### src/hdl/lcdnw_pkg.sv
// Package for the character LCD 4-bit write sequencer: microcode word layout,
// sequencer states, hold-time codes and the microprogram table.
// No dependencies.
package lcdnw_pkg;

    localparam int PC_W     = 6;
    localparam int HOLD_W   = 16;
    localparam int TDATA_W  = 24;

    localparam logic [1:0] CMD_COMMAND = 2'd0;
    localparam logic [1:0] CMD_DATA    = 2'd1;
    localparam logic [1:0] CMD_INIT    = 2'd2;

    localparam logic [PC_W-1:0] ENTRY_BYTE = 6'd0;
    localparam logic [PC_W-1:0] ENTRY_INIT = 6'd6;

    localparam logic [7:0] BYTE_CLEAR = 8'h01;
    localparam logic [7:0] BYTE_HOME  = 8'h02;

    typedef enum logic [1:0] {
        NIB_HI,
        NIB_LO,
        NIB_CONST
    } nib_sel_t;

    typedef enum logic [2:0] {
        HOLD_SETUP,
        HOLD_SETTLE,
        HOLD_SETTLE_CMD,
        HOLD_WAKE_LONG,
        HOLD_WAKE_SHORT,
        HOLD_POWERUP,
        HOLD_CLEAR
    } hold_sel_t;

    typedef enum logic {
        SEQ_IDLE,
        SEQ_RUN
    } seq_state_t;

    typedef struct packed {
        nib_sel_t  nib_sel;
        logic [3:0] nib_const;
        logic      en;
        hold_sel_t hold_sel;
        logic      last;
    } uword_t;

    // Sequencer to datapath: one event per issue.
    typedef struct packed {
        logic       issue;
        uword_t     word;
        logic       rs;
        logic [7:0] byte_val;
    } ctrl_t;

    function automatic uword_t uw(nib_sel_t s, logic [3:0] c, logic e, hold_sel_t h,
                                  logic l);
        uword_t w;
        w.nib_sel   = s;
        w.nib_const = c;
        w.en        = e;
        w.hold_sel  = h;
        w.last      = l;
        return w;
    endfunction

    function automatic uword_t ucode_rom(logic [PC_W-1:0] pc);
        uword_t w;
        case (pc)
            // byte routine: high nibble, then low nibble
            6'd0:  w = uw(NIB_HI,    4'h0, 1'b0, HOLD_SETUP,      1'b0);
            6'd1:  w = uw(NIB_HI,    4'h0, 1'b1, HOLD_SETUP,      1'b0);
            6'd2:  w = uw(NIB_HI,    4'h0, 1'b0, HOLD_SETTLE,     1'b0);
            6'd3:  w = uw(NIB_LO,    4'h0, 1'b0, HOLD_SETUP,      1'b0);
            6'd4:  w = uw(NIB_LO,    4'h0, 1'b1, HOLD_SETUP,      1'b0);
            6'd5:  w = uw(NIB_LO,    4'h0, 1'b0, HOLD_SETTLE_CMD, 1'b1);
            // power-on init
            6'd6:  w = uw(NIB_CONST, 4'h0, 1'b0, HOLD_POWERUP,    1'b0);
            6'd7:  w = uw(NIB_CONST, 4'h3, 1'b0, HOLD_SETUP,      1'b0);
            6'd8:  w = uw(NIB_CONST, 4'h3, 1'b1, HOLD_SETUP,      1'b0);
            6'd9:  w = uw(NIB_CONST, 4'h3, 1'b0, HOLD_WAKE_LONG,  1'b0);
            6'd10: w = uw(NIB_CONST, 4'h3, 1'b0, HOLD_SETUP,      1'b0);
            6'd11: w = uw(NIB_CONST, 4'h3, 1'b1, HOLD_SETUP,      1'b0);
            6'd12: w = uw(NIB_CONST, 4'h3, 1'b0, HOLD_WAKE_LONG,  1'b0);
            6'd13: w = uw(NIB_CONST, 4'h3, 1'b0, HOLD_SETUP,      1'b0);
            6'd14: w = uw(NIB_CONST, 4'h3, 1'b1, HOLD_SETUP,      1'b0);
            6'd15: w = uw(NIB_CONST, 4'h3, 1'b0, HOLD_WAKE_SHORT, 1'b0);
            6'd16: w = uw(NIB_CONST, 4'h2, 1'b0, HOLD_SETUP,      1'b0);
            6'd17: w = uw(NIB_CONST, 4'h2, 1'b1, HOLD_SETUP,      1'b0);
            6'd18: w = uw(NIB_CONST, 4'h2, 1'b0, HOLD_SETTLE,     1'b0);
            // function set 0x28
            6'd19: w = uw(NIB_CONST, 4'h2, 1'b0, HOLD_SETUP,      1'b0);
            6'd20: w = uw(NIB_CONST, 4'h2, 1'b1, HOLD_SETUP,      1'b0);
            6'd21: w = uw(NIB_CONST, 4'h2, 1'b0, HOLD_SETTLE,     1'b0);
            6'd22: w = uw(NIB_CONST, 4'h8, 1'b0, HOLD_SETUP,      1'b0);
            6'd23: w = uw(NIB_CONST, 4'h8, 1'b1, HOLD_SETUP,      1'b0);
            6'd24: w = uw(NIB_CONST, 4'h8, 1'b0, HOLD_SETTLE,     1'b0);
            // display on 0x0C
            6'd25: w = uw(NIB_CONST, 4'h0, 1'b0, HOLD_SETUP,      1'b0);
            6'd26: w = uw(NIB_CONST, 4'h0, 1'b1, HOLD_SETUP,      1'b0);
            6'd27: w = uw(NIB_CONST, 4'h0, 1'b0, HOLD_SETTLE,     1'b0);
            6'd28: w = uw(NIB_CONST, 4'hC, 1'b0, HOLD_SETUP,      1'b0);
            6'd29: w = uw(NIB_CONST, 4'hC, 1'b1, HOLD_SETUP,      1'b0);
            6'd30: w = uw(NIB_CONST, 4'hC, 1'b0, HOLD_SETTLE,     1'b0);
            // clear 0x01
            6'd31: w = uw(NIB_CONST, 4'h0, 1'b0, HOLD_SETUP,      1'b0);
            6'd32: w = uw(NIB_CONST, 4'h0, 1'b1, HOLD_SETUP,      1'b0);
            6'd33: w = uw(NIB_CONST, 4'h0, 1'b0, HOLD_SETTLE,     1'b0);
            6'd34: w = uw(NIB_CONST, 4'h1, 1'b0, HOLD_SETUP,      1'b0);
            6'd35: w = uw(NIB_CONST, 4'h1, 1'b1, HOLD_SETUP,      1'b0);
            6'd36: w = uw(NIB_CONST, 4'h1, 1'b0, HOLD_CLEAR,      1'b0);
            // entry mode 0x06
            6'd37: w = uw(NIB_CONST, 4'h0, 1'b0, HOLD_SETUP,      1'b0);
            6'd38: w = uw(NIB_CONST, 4'h0, 1'b1, HOLD_SETUP,      1'b0);
            6'd39: w = uw(NIB_CONST, 4'h0, 1'b0, HOLD_SETTLE,     1'b0);
            6'd40: w = uw(NIB_CONST, 4'h6, 1'b0, HOLD_SETUP,      1'b0);
            6'd41: w = uw(NIB_CONST, 4'h6, 1'b1, HOLD_SETUP,      1'b0);
            6'd42: w = uw(NIB_CONST, 4'h6, 1'b0, HOLD_SETTLE,     1'b1);
            default: w = uw(NIB_CONST, 4'h0, 1'b0, HOLD_SETUP,    1'b1);
        endcase
        return w;
    endfunction

endpackage

### src/hdl/char_lcd_nibble_write_sequencer.sv
// Character LCD 4-bit bus write sequencer, top level.
// Depends on lcdnw_pkg, lcdnw_sequencer and lcdnw_datapath.
//
// Usage:
//   Input items arrive on s_axis: tuser selects the request (0 command byte,
//   1 data byte, 2 power-on init; 3 is dropped without output), tdata holds
//   the byte. Each request becomes a run of pin events on m_axis, one item
//   per event, with tlast on the final event of the run.
//   A byte request gives 6 events, the init request 37. A microcode step
//   counter walks a ROM program, one event per cycle while the output
//   register drains. After an item is accepted the sequencer enters its
//   run state and issues the first event into the output register, which
//   drives m_axis.
//   s_axis_tready is high only between requests; the last event of one run
//   may still wait in the output register while the next item is taken.
//   If m_axis_tready is low the event is held and the step counter stops.
//   Reset clears the sequencer to idle and empties the output register.
module char_lcd_nibble_write_sequencer (
    input  logic        aclk,
    input  logic        aresetn,
    input  logic        s_axis_tvalid,
    output logic        s_axis_tready,
    input  logic [7:0]  s_axis_tdata,  // [7:0] byte_value
    input  logic [1:0]  s_axis_tuser,  // [1:0] cmd
    output logic        m_axis_tvalid,
    input  logic        m_axis_tready,
    // [0] reg_select, [1] read_write, [2] enable_pin, [6:3] data_nibble,
    // [22:7] hold_us, [23] zero
    output logic [lcdnw_pkg::TDATA_W-1:0] m_axis_tdata,
    output logic        m_axis_tlast   // last
);
    import lcdnw_pkg::*;

    ctrl_t ctrl;
    logic  dp_ready;

    lcdnw_sequencer u_seq (
        .aclk      (aclk),
        .aresetn   (aresetn),
        .req_valid (s_axis_tvalid),
        .req_ready (s_axis_tready),
        .req_cmd   (s_axis_tuser),
        .req_byte  (s_axis_tdata),
        .dp_ready  (dp_ready),
        .ctrl      (ctrl)
    );

    lcdnw_datapath u_dp (
        .aclk          (aclk),
        .aresetn       (aresetn),
        .ctrl          (ctrl),
        .dp_ready      (dp_ready),
        .m_axis_tvalid (m_axis_tvalid),
        .m_axis_tready (m_axis_tready),
        .m_axis_tdata  (m_axis_tdata),
        .m_axis_tlast  (m_axis_tlast)
    );

endmodule

### src/hdl/lcdnw_sequencer.sv
// Microcode sequencer: step counter, dispatch on the request kind, ROM fetch.
// Depends on lcdnw_pkg.
module lcdnw_sequencer (
    input  logic                 aclk,
    input  logic                 aresetn,
    input  logic                 req_valid,
    output logic                 req_ready,
    input  logic [1:0]           req_cmd,
    input  logic [7:0]           req_byte,
    input  logic                 dp_ready,
    output lcdnw_pkg::ctrl_t     ctrl
);
    import lcdnw_pkg::*;

    seq_state_t      state_reg, state_next;
    logic [PC_W-1:0] pc_reg, pc_next;
    logic [7:0]      byte_reg, byte_next;
    logic            rs_reg, rs_next;
    uword_t          word;

    assign word = ucode_rom(pc_reg);

    always_ff @(posedge aclk) begin
        if (!aresetn) begin
            state_reg <= SEQ_IDLE;
        end else begin
            state_reg <= state_next;
        end
        pc_reg   <= pc_next;
        byte_reg <= byte_next;
        rs_reg   <= rs_next;
    end

    always_comb begin
        state_next    = state_reg;
        pc_next       = pc_reg;
        byte_next     = byte_reg;
        rs_next       = rs_reg;
        req_ready     = 1'b0;
        ctrl.issue    = 1'b0;
        ctrl.word     = word;
        ctrl.rs       = rs_reg;
        ctrl.byte_val = byte_reg;
        case (state_reg)
            SEQ_IDLE: begin
                req_ready = 1'b1;
                if (req_valid) begin
                    byte_next = req_byte;
                    rs_next   = (req_cmd == CMD_DATA);
                    // unused selector: drop the item
                    if (req_cmd == CMD_COMMAND || req_cmd == CMD_DATA) begin
                        pc_next    = ENTRY_BYTE;
                        state_next = SEQ_RUN;
                    end else if (req_cmd == CMD_INIT) begin
                        pc_next    = ENTRY_INIT;
                        state_next = SEQ_RUN;
                    end
                end
            end
            SEQ_RUN: begin
                ctrl.issue = dp_ready;
                if (dp_ready) begin
                    if (word.last) begin
                        state_next = SEQ_IDLE;
                    end else begin
                        pc_next = pc_reg + 1'b1;
                    end
                end
            end
            default: begin
                state_next = SEQ_IDLE;
            end
        endcase
    end

endmodule

### src/hdl/lcdnw_datapath.sv
// Event datapath: nibble select, hold-time decode and the output register.
// Depends on lcdnw_pkg.
module lcdnw_datapath (
    input  logic                      aclk,
    input  logic                      aresetn,
    input  lcdnw_pkg::ctrl_t          ctrl,
    output logic                      dp_ready,
    output logic                      m_axis_tvalid,
    input  logic                      m_axis_tready,
    output logic [lcdnw_pkg::TDATA_W-1:0] m_axis_tdata,
    output logic                      m_axis_tlast
);
    import lcdnw_pkg::*;

    logic                valid_reg, valid_next;
    logic [TDATA_W-1:0]  data_reg, data_next;
    logic                last_reg, last_next;
    logic [3:0]          nib;
    logic [HOLD_W-1:0]   hold;
    logic                long_cmd;

    assign long_cmd = !ctrl.rs &&
                      (ctrl.byte_val == BYTE_CLEAR || ctrl.byte_val == BYTE_HOME);

    always_comb begin
        case (ctrl.word.nib_sel)
            NIB_HI:  nib = ctrl.byte_val[7:4];
            NIB_LO:  nib = ctrl.byte_val[3:0];
            default: nib = ctrl.word.nib_const;
        endcase
        case (ctrl.word.hold_sel)
            HOLD_SETUP:      hold = 16'd1;
            HOLD_SETTLE:     hold = 16'd100;
            HOLD_SETTLE_CMD: hold = long_cmd ? 16'd2100 : 16'd100;
            HOLD_WAKE_LONG:  hold = 16'd4600;
            HOLD_WAKE_SHORT: hold = 16'd250;
            HOLD_POWERUP:    hold = 16'd50000;
            HOLD_CLEAR:      hold = 16'd2100;
            default:         hold = 16'd1;
        endcase
    end

    assign dp_ready = !valid_reg || m_axis_tready;

    always_comb begin
        valid_next = valid_reg;
        data_next  = data_reg;
        last_next  = last_reg;
        if (ctrl.issue) begin
            valid_next = 1'b1;
            data_next  = {1'b0, hold, nib, ctrl.word.en, 1'b0, ctrl.rs};
            last_next  = ctrl.word.last;
        end else if (m_axis_tready) begin
            valid_next = 1'b0;
        end
    end

    always_ff @(posedge aclk) begin
        if (!aresetn) begin
            valid_reg <= 1'b0;
        end else begin
            valid_reg <= valid_next;
        end
        data_reg <= data_next;
        last_reg <= last_next;
    end

    assign m_axis_tvalid = valid_reg;
    assign m_axis_tdata  = data_reg;
    assign m_axis_tlast  = last_reg;

endmodule

### config.mk
export PLATFORM = sky130hd
export DESIGN_NAME = char_lcd_nibble_write_sequencer
export DESIGN_NICKNAME = d
export VERILOG_FILES = /design/src/hdl/lcdnw_pkg.sv /design/src/hdl/char_lcd_nibble_write_sequencer.sv /design/src/hdl/lcdnw_sequencer.sv /design/src/hdl/lcdnw_datapath.sv
export SDC_FILE = /design/constraint.sdc
export NUM_CORES = 1
export LEC_CHECK = 0
export BUFFER_PORTS_ARGS = -buffer_cell sky130_fd_sc_hd__buf_2
export CORE_MARGIN = 2
export CORE_UTILIZATION = 62
export CTS_BUF_LIST = sky130_fd_sc_hd__clkbuf_4 sky130_fd_sc_hd__clkbuf_8
export CTS_CLUSTER_SIZE = 10
export DETAILED_ROUTE_END_ITERATION = 12
export PLACE_DENSITY = 0.87
export SLEW_MARGIN = 20
export SYNTH_ARGS = -nofsm -noshare
export SYNTH_HDL_FRONTEND = slang
export SYNTH_SLANG_ARGS = --single-unit
### constraint.sdc
create_clock -name aclk -period 4.75 [get_ports aclk]
set_input_delay 0.95 -clock aclk [delete_from_list [all_inputs] [get_ports aclk]]
set_output_delay 0.95 -clock aclk [all_outputs]
set_load 0.01 [all_outputs]
# Yosys cells after proc, flatten, opt, wreduce, memory -nomap -nowiden
# Memory sizes are Yosys's and may differ from the RTL's. A register that Yosys moved wholly into a read port is not among the register bits.
# Index checks and enable logic that the tools add are counted.
dict set report word_totals {
  mem_bits_ro 704
  wordCells 56
  input_bits 14
  regBits 40
  n_memories 1
  out_inout_bits 27
}
# memory words word_bits rd rd_clocked_by_memory_dff wr line
set mem_list {}
lappend mem_list {{(name not given)} 64 11 1 1 0 lcdnw_pkg.sv:70} ;# case (pc)
dict set report op_classes {
  n_reduce_logical 11
  add_sub_neg 1
  bitwise_logic 1
  n_eq_ne 15
  mux 20
}
# cell count
set op_table {}
lappend op_table {{$pmux 16 s6} 1}
lappend op_table {{$mux 6} 6}
lappend op_table {{$mux 12} 1}
lappend op_table {{$pmux 6 s2} 1}
lappend op_table {{$eq 3x3->1 const B} 3}
lappend op_table {{$mux 1} 9}
lappend op_table {{$eq 8x1->1 const B} 1}
lappend op_table {{$eq 8x2->1 const B} 1}
lappend op_table {{$pmux 4 s2} 1}
lappend op_table {{$add 6x1->6 const B} 1}
lappend op_table {{$eq 3x2->1 const B} 2}
lappend op_table {{$eq 2x1->1 const B} 2}
lappend op_table {{$logic_not 2->1} 2}
lappend op_table {{$ne 2x2->1 const B} 2}
lappend op_table {{$reduce_and 4->1} 1}
lappend op_table {{$eq 3x1->1 const B} 1}
lappend op_table {{$logic_or 1x1->1} 3}
lappend op_table {{$ne 3x1->1 const B} 1}
lappend op_table {{$eq 2x2->1 const B} 1}
lappend op_table {{$logic_not 1->1} 2}
lappend op_table {{$ne 2x1->1 const B} 1}
lappend op_table {{$pmux 1 s2} 1}
lappend op_table {{$reduce_and 2->1} 1}
lappend op_table {{$reduce_bool 2->1} 1}
lappend op_table {{other kinds (2)} 2}

# Depth between registers and ports, before layout
# Gate-level depths: netlist (run 1).
dict set report logic_depth {
  depth_word 6
  mapped_depth 11
  ltp_nobuf 10
}

# Cells and area by module
# From an unflattened synthesis (run 1), not the netlist that was laid out.
dict set report unflattened {
  cells_unflattened 229
  hier_area_um2 2479.9
}
# module seq_area_each_um2 n_inst area_each_um2 cells_each
set modules_own_cells {}
lappend modules_own_cells {lcdnw_sequencer 690.7 1 1631.6 164}
lappend modules_own_cells {lcdnw_datapath 560.5 1 848.3 65}

# Least setup slack after synthesis (run 1)
# OpenSTA, ideal clock, no wires.
dict set report synth_timing {
  path_kind {input to register}
  startpoint {input s_axis_tuser[0]}
  endpoint {register u_seq.word[6] (netlist name)}
  t_arrival_ps 2782
  required_ps 4629
  n_path_buf 0
  setup_slack_ps 1848
  setup_time_ps 121
  path_stages 9
  path_cell_list {and2_1 -> a2bb2oi_4 -> inv_4 -> mux2i_1 -> inv_1 -> ha_1 -> a21oi_2 -> o22ai_1 -> mux2_2}
}
dict set report synth_via {
  elab_chain_len 6
  word_cells_on_any_way 10
  classes_between {eq/ne (3); mux (4); reduce/logical (3)}
}
# element line
set synth_rtl {}
lappend synth_rtl {{start, declared} char_lcd_nibble_write_sequencer.sv:24} ;# input logic [1:0] s_axis_tuser,
lappend synth_rtl {{$eq 2x1->1 or $logic_not 2->1 (tied branches)} lcdnw_sequencer.sv:51} ;# if (req_cmd == CMD_COMMAND || req_cmd == CMD_DATA) begin
lappend synth_rtl {{$logic_or 1x1->1} lcdnw_sequencer.sv:51}
lappend synth_rtl {{$mux 6} lcdnw_sequencer.sv:51}
lappend synth_rtl {{$mux 6} lcdnw_sequencer.sv:47} ;# if (req_valid) begin
lappend synth_rtl {{$pmux 6 s2} lcdnw_sequencer.sv:44} ;# case (state_reg)
lappend synth_rtl {{$mux 6 (no line) *} --}
# Mark *: on every way between the ends. The rest lies on a longest branch, timed or not. The select of a mux whose other input is x is not followed.
# A chain may end at the register's enable or synchronous reset.

# Worst setup path after layout (run 1)
dict set report layout_timing {
  startpoint {input s_axis_tuser[1]}
  endpoint {register u_seq.word[6] (netlist name)}
}
dict set report layout_via {
  elab_chain_len 6
  word_cells_on_any_way 10
  classes_between {eq/ne (3); mux (4); reduce/logical (3)}
}
# element line
set layout_rtl {}
lappend layout_rtl {{$eq 2x1->1 or $logic_not 2->1 (tied branches)} lcdnw_sequencer.sv:51}
lappend layout_rtl {{$logic_or 1x1->1} lcdnw_sequencer.sv:51}
lappend layout_rtl {{$mux 6} lcdnw_sequencer.sv:51}
lappend layout_rtl {{$mux 6} lcdnw_sequencer.sv:47}
lappend layout_rtl {{$pmux 6 s2} lcdnw_sequencer.sv:44}
lappend layout_rtl {{$mux 6 (no line) *} --}
# Marks and branches as above.

==> results of run 1 <==
==> worst register-to-register path, stage by stage (launching register included) <==
cell and delay [ps]:
dfxtp_1 530, nor2b_1 310, a2bb2oi_4 120, inv_4 160, mux2i_1 490, inv_1 180
ha_1 330, a21oi_2 180, o22ai_1 90, mux2_2 270
==> per-layer routing <==
| metal | up-vias | global-route usage | wire length, um |
|---|---|---|---|
| li1 | 832 | - | - |
| met1 | 765 | 0.255 | 1670 |
| met2 | 65 | 0.351 | 2060 |
| met3 | 15 | 0.0565 | 266 |
| met4 | 0 | 0.0911 | 87 |
| met5 | - | 0 | 0 |
==> power by group <==
| group | internal, mW | switching, mW | leakage (nW) |
|---|---|---|---|
| Combinational | 0.144 | 0.205 | 0.575 |
| Clock | 0.103 | 0.128 | 0.0441 |
| Sequential | 0.516 | 0.0493 | 0.424 |
==> cell families (layout without fill, tap and decap cells) <==
| family | count (synthesis) | count (layout) | synth area share |
|---|---|---|---|
| muxes | 13 | 13 | 0.0609 |
| xor gates and xnor gates | 5 | 5 | 0.0187 |
| adders and majority gates | 8 | 8 | 0.0427 |
| and+or+nand+nor | 66 | 66 | 0.136 |
| DFF | 46 | 46 | 0.534 |
| buffers and inverters | 19 | 53 | 0.0481 |
| other | 1 | 4 | 0.00160 |
| AOI/OAI and AO/OA | 51 | 51 | 0.159 |
==> cell type report <==
type / instances / area (um2)
clock buffer: 5 / 68.8
clock inverter: 3 / 21.3
fill: 254 / 1050
inverter: 8 / 32.5
multi-input combinational: 147 / 991
sequential: 46 / 1250
tap: 48 / 60.1
timing repair buffer: 37 / 188
==> cell usage after synthesis, drive strengths merged (3+ instances only) <==
master   count
a21boi       4
a21oi        8
a2bb2oi      3
a31oi        4
buf         10
dfxtp       13
edfxtp      33
ha           8
inv          8
mux2         4
mux2i        9
nand2       22
nand2b       4
nand3        6
nor2        17
nor2b        3
nor3         3
o211ai       3
o21ai       12
o22ai        4
or3          3
xnor2        3
==> worst max-delay path by stage <==
stage	from	to	slack (ps)	cells after the start
4_1_cts	s_axis_tuser[1]	u_seq.word[6]$_DFF_P_	1790	10
5_1_grt	s_axis_tuser[1]	u_seq.word[6]$_DFF_P_	1610	10
2_1_floorplan	s_axis_tuser[0]	u_seq.word[6]$_DFF_P_	1850	9
3_5_place_dp	s_axis_tuser[1]	u_seq.word[6]$_DFF_P_	1480	10
6_report	s_axis_tuser[1]	u_seq.word[6]$_DFF_P_	1790	10
3_3_place_gp	s_axis_tuser[1]	u_seq.word[6]$_DFF_P_	1610	10
==> layout by cell type (no fill, tap or decap), drive strengths merged, types with 3 or more instances in the layout <==
cell type,instances
a21boi,4
a21oi,8
a2bb2oi,3
a31oi,4
buf,37
clkbuf,5
conb,4
dfxtp,13
edfxtp,33
ha,8
inv,8
mux2,4
mux2i,9
nand2,22
nand2b,4
nand3,6
nor2,17
nor2b,3
nor3,3
o211ai,3
o21ai,12
o22ai,4
or3,3
xnor2,3
==> out/qor.csv, run 1 <==
metric,value,unit
layout.nets,267,
status,"complete, no violations",
synth_edf_count,33,
grt_max_degree,19,
crit_buf_inv,3,
cts.sinks,46,
diodes,0,
cp.required,4940,ps
cts_buffers,5,
cts_tree,built,
ios,41,
core_area,3660,um2
slew_headroom,0.354,
hp-class,register to register,
track_usage,0.210,
synth_top_flop_cell,edfxtp_1,
worst_slack,1790,ps
place_area,2520,um2
drive_gt1_frac,0.236,
post-place-cells,286,
critPathTopFamily,multiplexers,
vias,1677,
leakagePower,1.04,nW
cp-start-kind,input port,
worstPathCellList,buf_2 > and2_1 > a2bb2oi_4 > inv_4 > mux2i_1 > inv_1 > ha_1 > a21oi_2 > o22ai_1 > mux2_2,
yosys_warnings,0,
max_freq,338,MHz
hold_ws,435,ps
min_period,2960,ps
final_util,0.714,
final.period_utilization,0.624,
gp_congestion,0.884,
cts-resized-gates,0,
wl_per_cell,13.9,um
start_util,0.640,
largest_reg_flops,17,
synthesis.area,2340,um2
synthDominantCellAreaShare,0.423,
reg2reg_depth,9,
drv_slew,0,
crit_path_max_fanout,14,
r2r-end,u_seq.word[6]$_DFF_P_,
seq_area_frac_synth,0.534,
min_to,u_dp.m_axis_tdata[2]$_DFFE_PP_,
power,1.15,mW
drtAntennaViolNets,0,
die-area,4290,um2
worst_slew_pin_slew,965,ps
r2r-start,u_seq.state_reg$_SDFF_PN0_,
drc,0,
die_w,65.5,um
syn_to_final_growth,11.5,%
max_stage_delay,490,ps
critPathKind,input port to register,
async_flop_share,0,
netlist_instances,209,
fin_area,2610,um2
io_buffers,36,
hold_viol_final,0,
synth_area_per_cell,11.2,um2
clockBufferDepth,2,
ys_seq_elements,46,
viasPerCell,5.70,
slowest_stage,mux2i_1,
setup_viol,0,
cellPowerDensity,438,nW/um2
detail_route.first_pass.iterations,4,
cp.arrival,3150,ps
min_path_cells,0,
gr-total-overflow,0,
die_h,65.5,um
antenna_found_initial,0,
cts_hold_buffers,0,
synth_top_area_cell,edfxtp_1,
num_rows,22,
r2r_slack,1980,ps
synth_cell_type_count,51,
hpwl,3170,um
htree_levels,2,
clock-root-buffer,clkbuf_8,
rsz0062_at_grt,false,
grt_first_pass_wirelength,6680,um
maxCapViolations,0,
layout.cells.non_filler,294,
drt_iter0_markers,159,
min_from,u_seq.word[4]$_DFF_P_,
grt_pass1_vias,1474,
yosys-top-cells-area,"edfxtp_1 (42%), dfxtp_1 (11%), ha_1 (4.3%), nand2_1 (3.5%), mux2i_1 (3.4%)",
path_clk_slew,90,ps
skew,12.0,ps
ir_drop,266,uV
routed_wl,4080,um
finalSetupTns,0,ps
insertion_delay,300,ps
pre_cts_ws,1480,ps
cts_setup_buffers,0,
cp-end-kind,register,
No activity file was read; power rests on OpenSTA's default activity.
==> run 2: changes to the inputs <==
--- a/config.mk
+++ b/config.mk
@@ -5,13 +5,14 @@
 export SDC_FILE = /design/constraint.sdc
 export NUM_CORES = 1
 export LEC_CHECK = 0
+export ABC_AREA = 1
 export BUFFER_PORTS_ARGS = -buffer_cell sky130_fd_sc_hd__buf_2
 export CORE_MARGIN = 2
-export CORE_UTILIZATION = 62
+export CORE_UTILIZATION = 58
 export CTS_BUF_LIST = sky130_fd_sc_hd__clkbuf_4 sky130_fd_sc_hd__clkbuf_8
 export CTS_CLUSTER_SIZE = 10
 export DETAILED_ROUTE_END_ITERATION = 12
-export PLACE_DENSITY = 0.87
+export PLACE_DENSITY = 0.82
 export SLEW_MARGIN = 20
 export SYNTH_ARGS = -nofsm -noshare
 export SYNTH_HDL_FRONTEND = slang
==> constraint.sdc (replaced) <==
create_clock -name aclk -period 3.1 [get_ports aclk]
set_input_delay 0.62 -clock aclk [delete_from_list [all_inputs] [get_ports aclk]]
set_output_delay 0.62 -clock aclk [all_outputs]
set_load 0.01 [all_outputs]
==> out/qor.csv, run 2 <==
metric,value,unit
die_h,69.5,um
worst_slack,610,ps
min_from,u_seq.word[4]$_DFF_P_,
clockBufferDepth,2,
cellPowerDensity,681,nW/um2
cp.arrival,2680,ps
crit_top_cell,nand2_1,
routed_wl,4530,um
cts_setup_buffers,0,
layout.nets,330,
cts.sinks,46,
synth_area_per_cell,9.10,um2
hp-class,register to register,
r2r-start,u_seq.state_reg$_SDFF_PN0_,
min_path_cells,0,
grt_pass1_vias,1823,
grt_max_degree,19,
r2r-end,u_seq.word[1]$_DFF_P_,
htree_levels,2,
synth_top_area_cell,edfxtp_1,
yosys-top-cells-count,"nand2_1 (69), nand3_1 (41), inv_1 (34)",
drv_slew,0,
drc,0,
core_area,4060,um2
ir_drop,355,uV
ios,41,
slew_headroom,0.640,
num_rows,23,
pre_cts_ws,488,ps
synth_top_flop_cell,edfxtp_1,
synth.most_common_cell,nand2_1,
track_usage,0.208,
final.period_utilization,0.803,
diodes,0,
die_w,69.5,um
synthesis.area,2480,um2
start_util,0.612,
cts_tree,built,
rsz0062_at_grt,false,
syn_to_final_growth,10.7,%
cp-start-kind,register,
leakagePower,1.30,nW
status,"complete, no violations",
power,1.87,mW
yosys_warnings,0,
hold_viol_final,0,
cts_hold_buffers,0,
drive_gt1_frac,0.223,
final_common_cell,nand2_1,
min_to,u_dp.m_axis_tdata[2]$_DFFE_PP_,
io_buffers,36,
max_freq,402,MHz
critPathKind,register to register,
reg2reg_depth,12,
synthDominantCellAreaShare,0.399,
yosys-top-cells-area,"edfxtp_1 (40%), dfxtp_1 (10%), nand2_1 (10%), nand3_1 (8.3%), inv_1 (5.1%)",
viasPerCell,5.25,
synth_cell_type_count,32,
gp_congestion,0.890,
cp-end-kind,register,
max_stage_delay,670,ps
synth_edf_count,33,
crit_path_max_fanout,18,
clock-root-buffer,clkbuf_8,
r2r_slack,610,ps
async_flop_share,0,
seq_area_frac_synth,0.504,
drtAntennaViolNets,0,
antenna_found_initial,0,
cts_buffers,5,
cp.required,3290,ps
worst_slew_pin_slew,539,ps
mostFrequentLayoutCells,"nand2_1 (69), nand3_1 (41), buf_2 (36)",
drt_iter0_markers,151,
cts-resized-gates,0,
insertion_delay,300,ps
vias,1884,
ys_seq_elements,46,
finalSetupTns,0,ps
worstPathCellList,nor2_8 > nand2_4 > nand2_4 > o21ai_0 > inv_1 > ha_1 > inv_1 > nand2_1 > nand3_1 > nand2_1 > nand2_1 > nand3_1,
hpwl,3370,um
setup_viol,0,
min_period,2490,ps
path_clk_slew,90,ps
grt_first_pass_wirelength,8020,um
slowest_stage,dfxtp_1,
wl_per_cell,12.6,um
detail_route.first_pass.iterations,4,
gr-total-overflow,0,
skew,8.90,ps
die-area,4820,um2
netlist_instances,273,
startpoint,u_seq.state_reg$_SDFF_PN0_,
maxCapViolations,0,
largest_reg_flops,17,
run 2: where the power goes:
part	leakage (nW)	total [mW]	switching [mW]	internal (mW)
clock network	0.0585	0.448	0.206	0.242
logic	0.815	0.570	0.375	0.195
registers	0.424	0.855	0.0650	0.790
run 2: final cells by class:
type | count | area [um2]
Clock inverter | 3 | 43.8
Inverter | 36 | 138
Multi-Input combinational cell | 182 | 998
Fill cell | 299 | 1310
Timing Repair Buffer | 37 | 188
Clock buffer | 5 | 68.8
Sequential cell | 46 | 1250
Tap cell | 50 | 62.6
run 2: cell families (layout without fill, tap and decap cells):
| logic type | count (synthesis) | in the layout | share of synthesized area |
|---|---|---|---|
| and+or+nand+nor | 151 | 151 | 0.306 |
| buffers and inverters | 48 | 81 | 0.0992 |
| DFF | 46 | 46 | 0.504 |
| AOI/OAI and AO/OA | 18 | 18 | 0.0463 |
| adders and majority gates | 8 | 8 | 0.0403 |
| other | 1 | 4 | 0.00151 |
| xor gates and xnor gates | 1 | 1 | 0.00353 |
run 2: metal layers:
| metal | track usage | up-vias | part of all wire | wire length (um) |
|---|---|---|---|---|
| met4 | 0.0959 | 0 | 0.023 | 104 |
| met3 | 0.0392 | 10 | 0.041 | 185 |
| met5 | 0 | - | 0 | 0 |
| li1 | - | 956 | - | - |
| met2 | 0.378 | 50 | 0.51 | 2320 |
| met1 | 0.233 | 868 | 0.42 | 1920 |
run 2: how the worst max path moves through the flow:
stage                       endpoint  cells past startpoint  slack, ps
2_1_floorplan  u_seq.word[1]$_DFF_P_                     15        790
3_3_place_gp   u_seq.word[1]$_DFF_P_                     15        590
3_5_place_dp   u_seq.word[1]$_DFF_P_                     14        490
4_1_cts        u_seq.word[1]$_DFF_P_                     12        620
5_1_grt        u_seq.word[4]$_DFF_P_                     12        360
6_report       u_seq.word[1]$_DFF_P_                     12        610
run 2: critical path: cells and delay by family, from the launching register on:
family,cells,cell delay (ps)
flip-flops,1,670
buffers and inverters,2,270
AO/OA/AOI/OAI,1,440
AND/OR/NAND/NOR,8,780
adder cells (fa/ha/maj),1,230
run 2: through the flow:
| stage | std cells | hold slack, ps | utilization | area [um2] |
|---|---|---|---|---|
| 2_1_floorplan | 276 | 386 | - | 2500 |
| 3_3_place_gp | 351 | 392 | 0.650 | 2640 |
| 3_5_place_dp | 351 | 391 | 0.650 | 2640 |
| 4_1_cts | 359 | 412 | 0.678 | 2750 |
| 5_1_grt | 359 | 417 | 0.678 | 2750 |
| 6_report | 359 | 409 | 0.678 | 2750 |
==> run 3: changes to the inputs <==
==> constraint.sdc (replaced) <==
create_clock -name aclk -period 2.31 [get_ports aclk]
set_input_delay 0.462 -clock aclk [delete_from_list [all_inputs] [get_ports aclk]]
set_output_delay 0.462 -clock aclk [all_outputs]
set_load 0.01 [all_outputs]
==> out/qor.csv, run 3 (synthesis gave the netlist of run 2 again) <==
metric,value,unit
rsz0062_at_grt,false,
r2r-start,u_seq.state_reg$_SDFF_PN0_,
crit_top_cell,nand2_1,
min_period,2030,ps
drc,0,
seqPwrFrac,0.445,
critPathKind,register to register,
cp-start-kind,register,
maxCapViolations,0,
routed_wl,4860,um
htree_levels,2,
vias,1954,
p_int,1.67,mW
hp-class,input port to register,
drv_slew,0,
cts_hold_buffers,0,
skew,6.49,ps
grt_pass1_vias,1916,
ios,41,
num_rows,23,
power_frac_comb,0.319,
hold_viol_final,0,
track_usage,0.205,
cp-end-kind,register,
syn_to_final_growth,12.2,%
grt_first_pass_wirelength,7940,um
core_area,4060,um2
mostFrequentLayoutCells,"nand2_1 (69), nand3_1 (41), buf_2 (36)",
drt_iter0_markers,170,
diodes,0,
gp_congestion,0.905,
min_path_cells,1,
die_h,69.5,um
drive_gt1_frac,0.236,
clock_power_share,0.236,
reg2reg_depth,12,
leakagePower,1.32,nW
start_util,0.612,
cts.sinks,46,
die-area,4820,um2
worstPathCellList,nand3_2 > nand2_4 > nand2_1 > o21ai_1 > inv_1 > ha_1 > inv_1 > nand2_1 > nand3_1 > nand2_1 > nand2_1 > nand3_1,
ir_drop,400,uV
hpwl,3570,um
io_buffers,36,
clockBufferDepth,2,
crit_path_max_fanout,8,
detail_route.first_pass.iterations,4,
grt_max_degree,19,
cellPowerDensity,918,nW/um2
startpoint,u_seq.state_reg$_SDFF_PN0_,
finalSetupTns,0,ps
cts_tree,built,
layout.nets,335,
crit_buf_inv,2,
cp.arrival,2230,ps
viasPerCell,5.37,
largest_reg_flops,17,
final.period_utilization,0.880,
cts_buffers,5,
status,"complete, no violations",
gr-total-overflow,0,
cp.required,2510,ps
clock-root-buffer,clkbuf_8,
die_w,69.5,um
setup_viol,0,
antenna_found_initial,0,
nFillCells,307,
min_from,s_axis_tdata[6],
slowest_stage,dfxtp_1,
swShare,0.346,
p_sw,886,uW
insertion_delay,300,ps
path_clk_slew,90,ps
max_stage_delay,540,ps
crit_cells,12,
final_common_cell,nand2_1,
drtAntennaViolNets,0,
wl_per_cell,13.3,um
max_freq,492,MHz
critPathTopFamily,simple AND/OR/NAND/NOR gates,
hold_ws,335,ps
==> run 3: stage by stage <==
stage / instances / utilization / total power [mW] / instance area (um2) / setup slack (ps)
floorplan: 276 / - / 1.77 / 2500 / 155
global placement: 356 / 0.659 / 1.91 / 2680 / 138
detailed placement: 356 / 0.659 / 1.95 / 2680 / 23.2
CTS: 364 / 0.687 / 2.55 / 2790 / 167
global route: 364 / 0.687 / 2.70 / 2790 / 28.4
finish: 364 / 0.687 / 2.56 / 2790 / 278
==> run 3: layout make-up <==
| class | count | area (um2) | area share |
|---|---|---|---|
| clock inverter | 2 | 37.5 | 0.0135 |
| clock buffer | 6 | 76.3 | 0.0274 |
| sequential | 46 | 1250 | 0.449 |
| timing repair buffer | 42 | 225 | 0.0808 |
| tap | 50 | 62.6 | 0.0224 |
| multi-input combinational | 182 | 998 | 0.358 |
| inverter | 36 | 138 | 0.0493 |
==> run 3: layer usage <==
layer	global-route usage	vias to the layer above	share of wire
met4	0.107	0	0.028
met2	0.396	88	0.53
li1	-	964	-
met3	0.0436	16	0.057
met1	0.201	886	0.38
met5	0	-	0
==> run 3: what timing repair did <==
action / CTS / global route
setup endpoints to repair: 0 / 2
setup buffers: 0 / 0
gates resized for setup: 0 / 1
==> run 3: worst paths after layout <==
kind / to / slack (ps)
setup / recovery: u_seq.word[1]$_DFF_P_ / 280
hold / removal: u_seq.byte_reg[6]$_DFFE_PP_ / 330
setup reg to reg: u_seq.word[1]$_DFF_P_ / 280
hold reg to reg: u_dp.m_axis_tdata[2]$_DFFE_PP_ / 410
==> run 3: worst register-to-register path, stage by stage, from the launching register on <==
cell and delay (ps):
dfxtp_1 540, nand3_2 180, nand2_4 150, nand2_1 70, o21ai_1 170, inv_1 160, ha_1 220, inv_1 90
nand2_1 70, nand3_1 100, nand2_1 60, nand2_1 60, nand3_1 70
==> run 3: power groups by stage <==
| stage | logic [mW] | registers (mW) | clock network, mW |
|---|---|---|---|
| after floorplan | 0.614 | 1.16 | 0 |
| after global placement | 0.758 | 1.15 | 0 |
| after detailed placement | 0.796 | 1.16 | 0 |
| after CTS | 0.806 | 1.14 | 0.609 |
| after global routing | 0.910 | 1.15 | 0.636 |
| final | 0.816 | 1.14 | 0.604 |
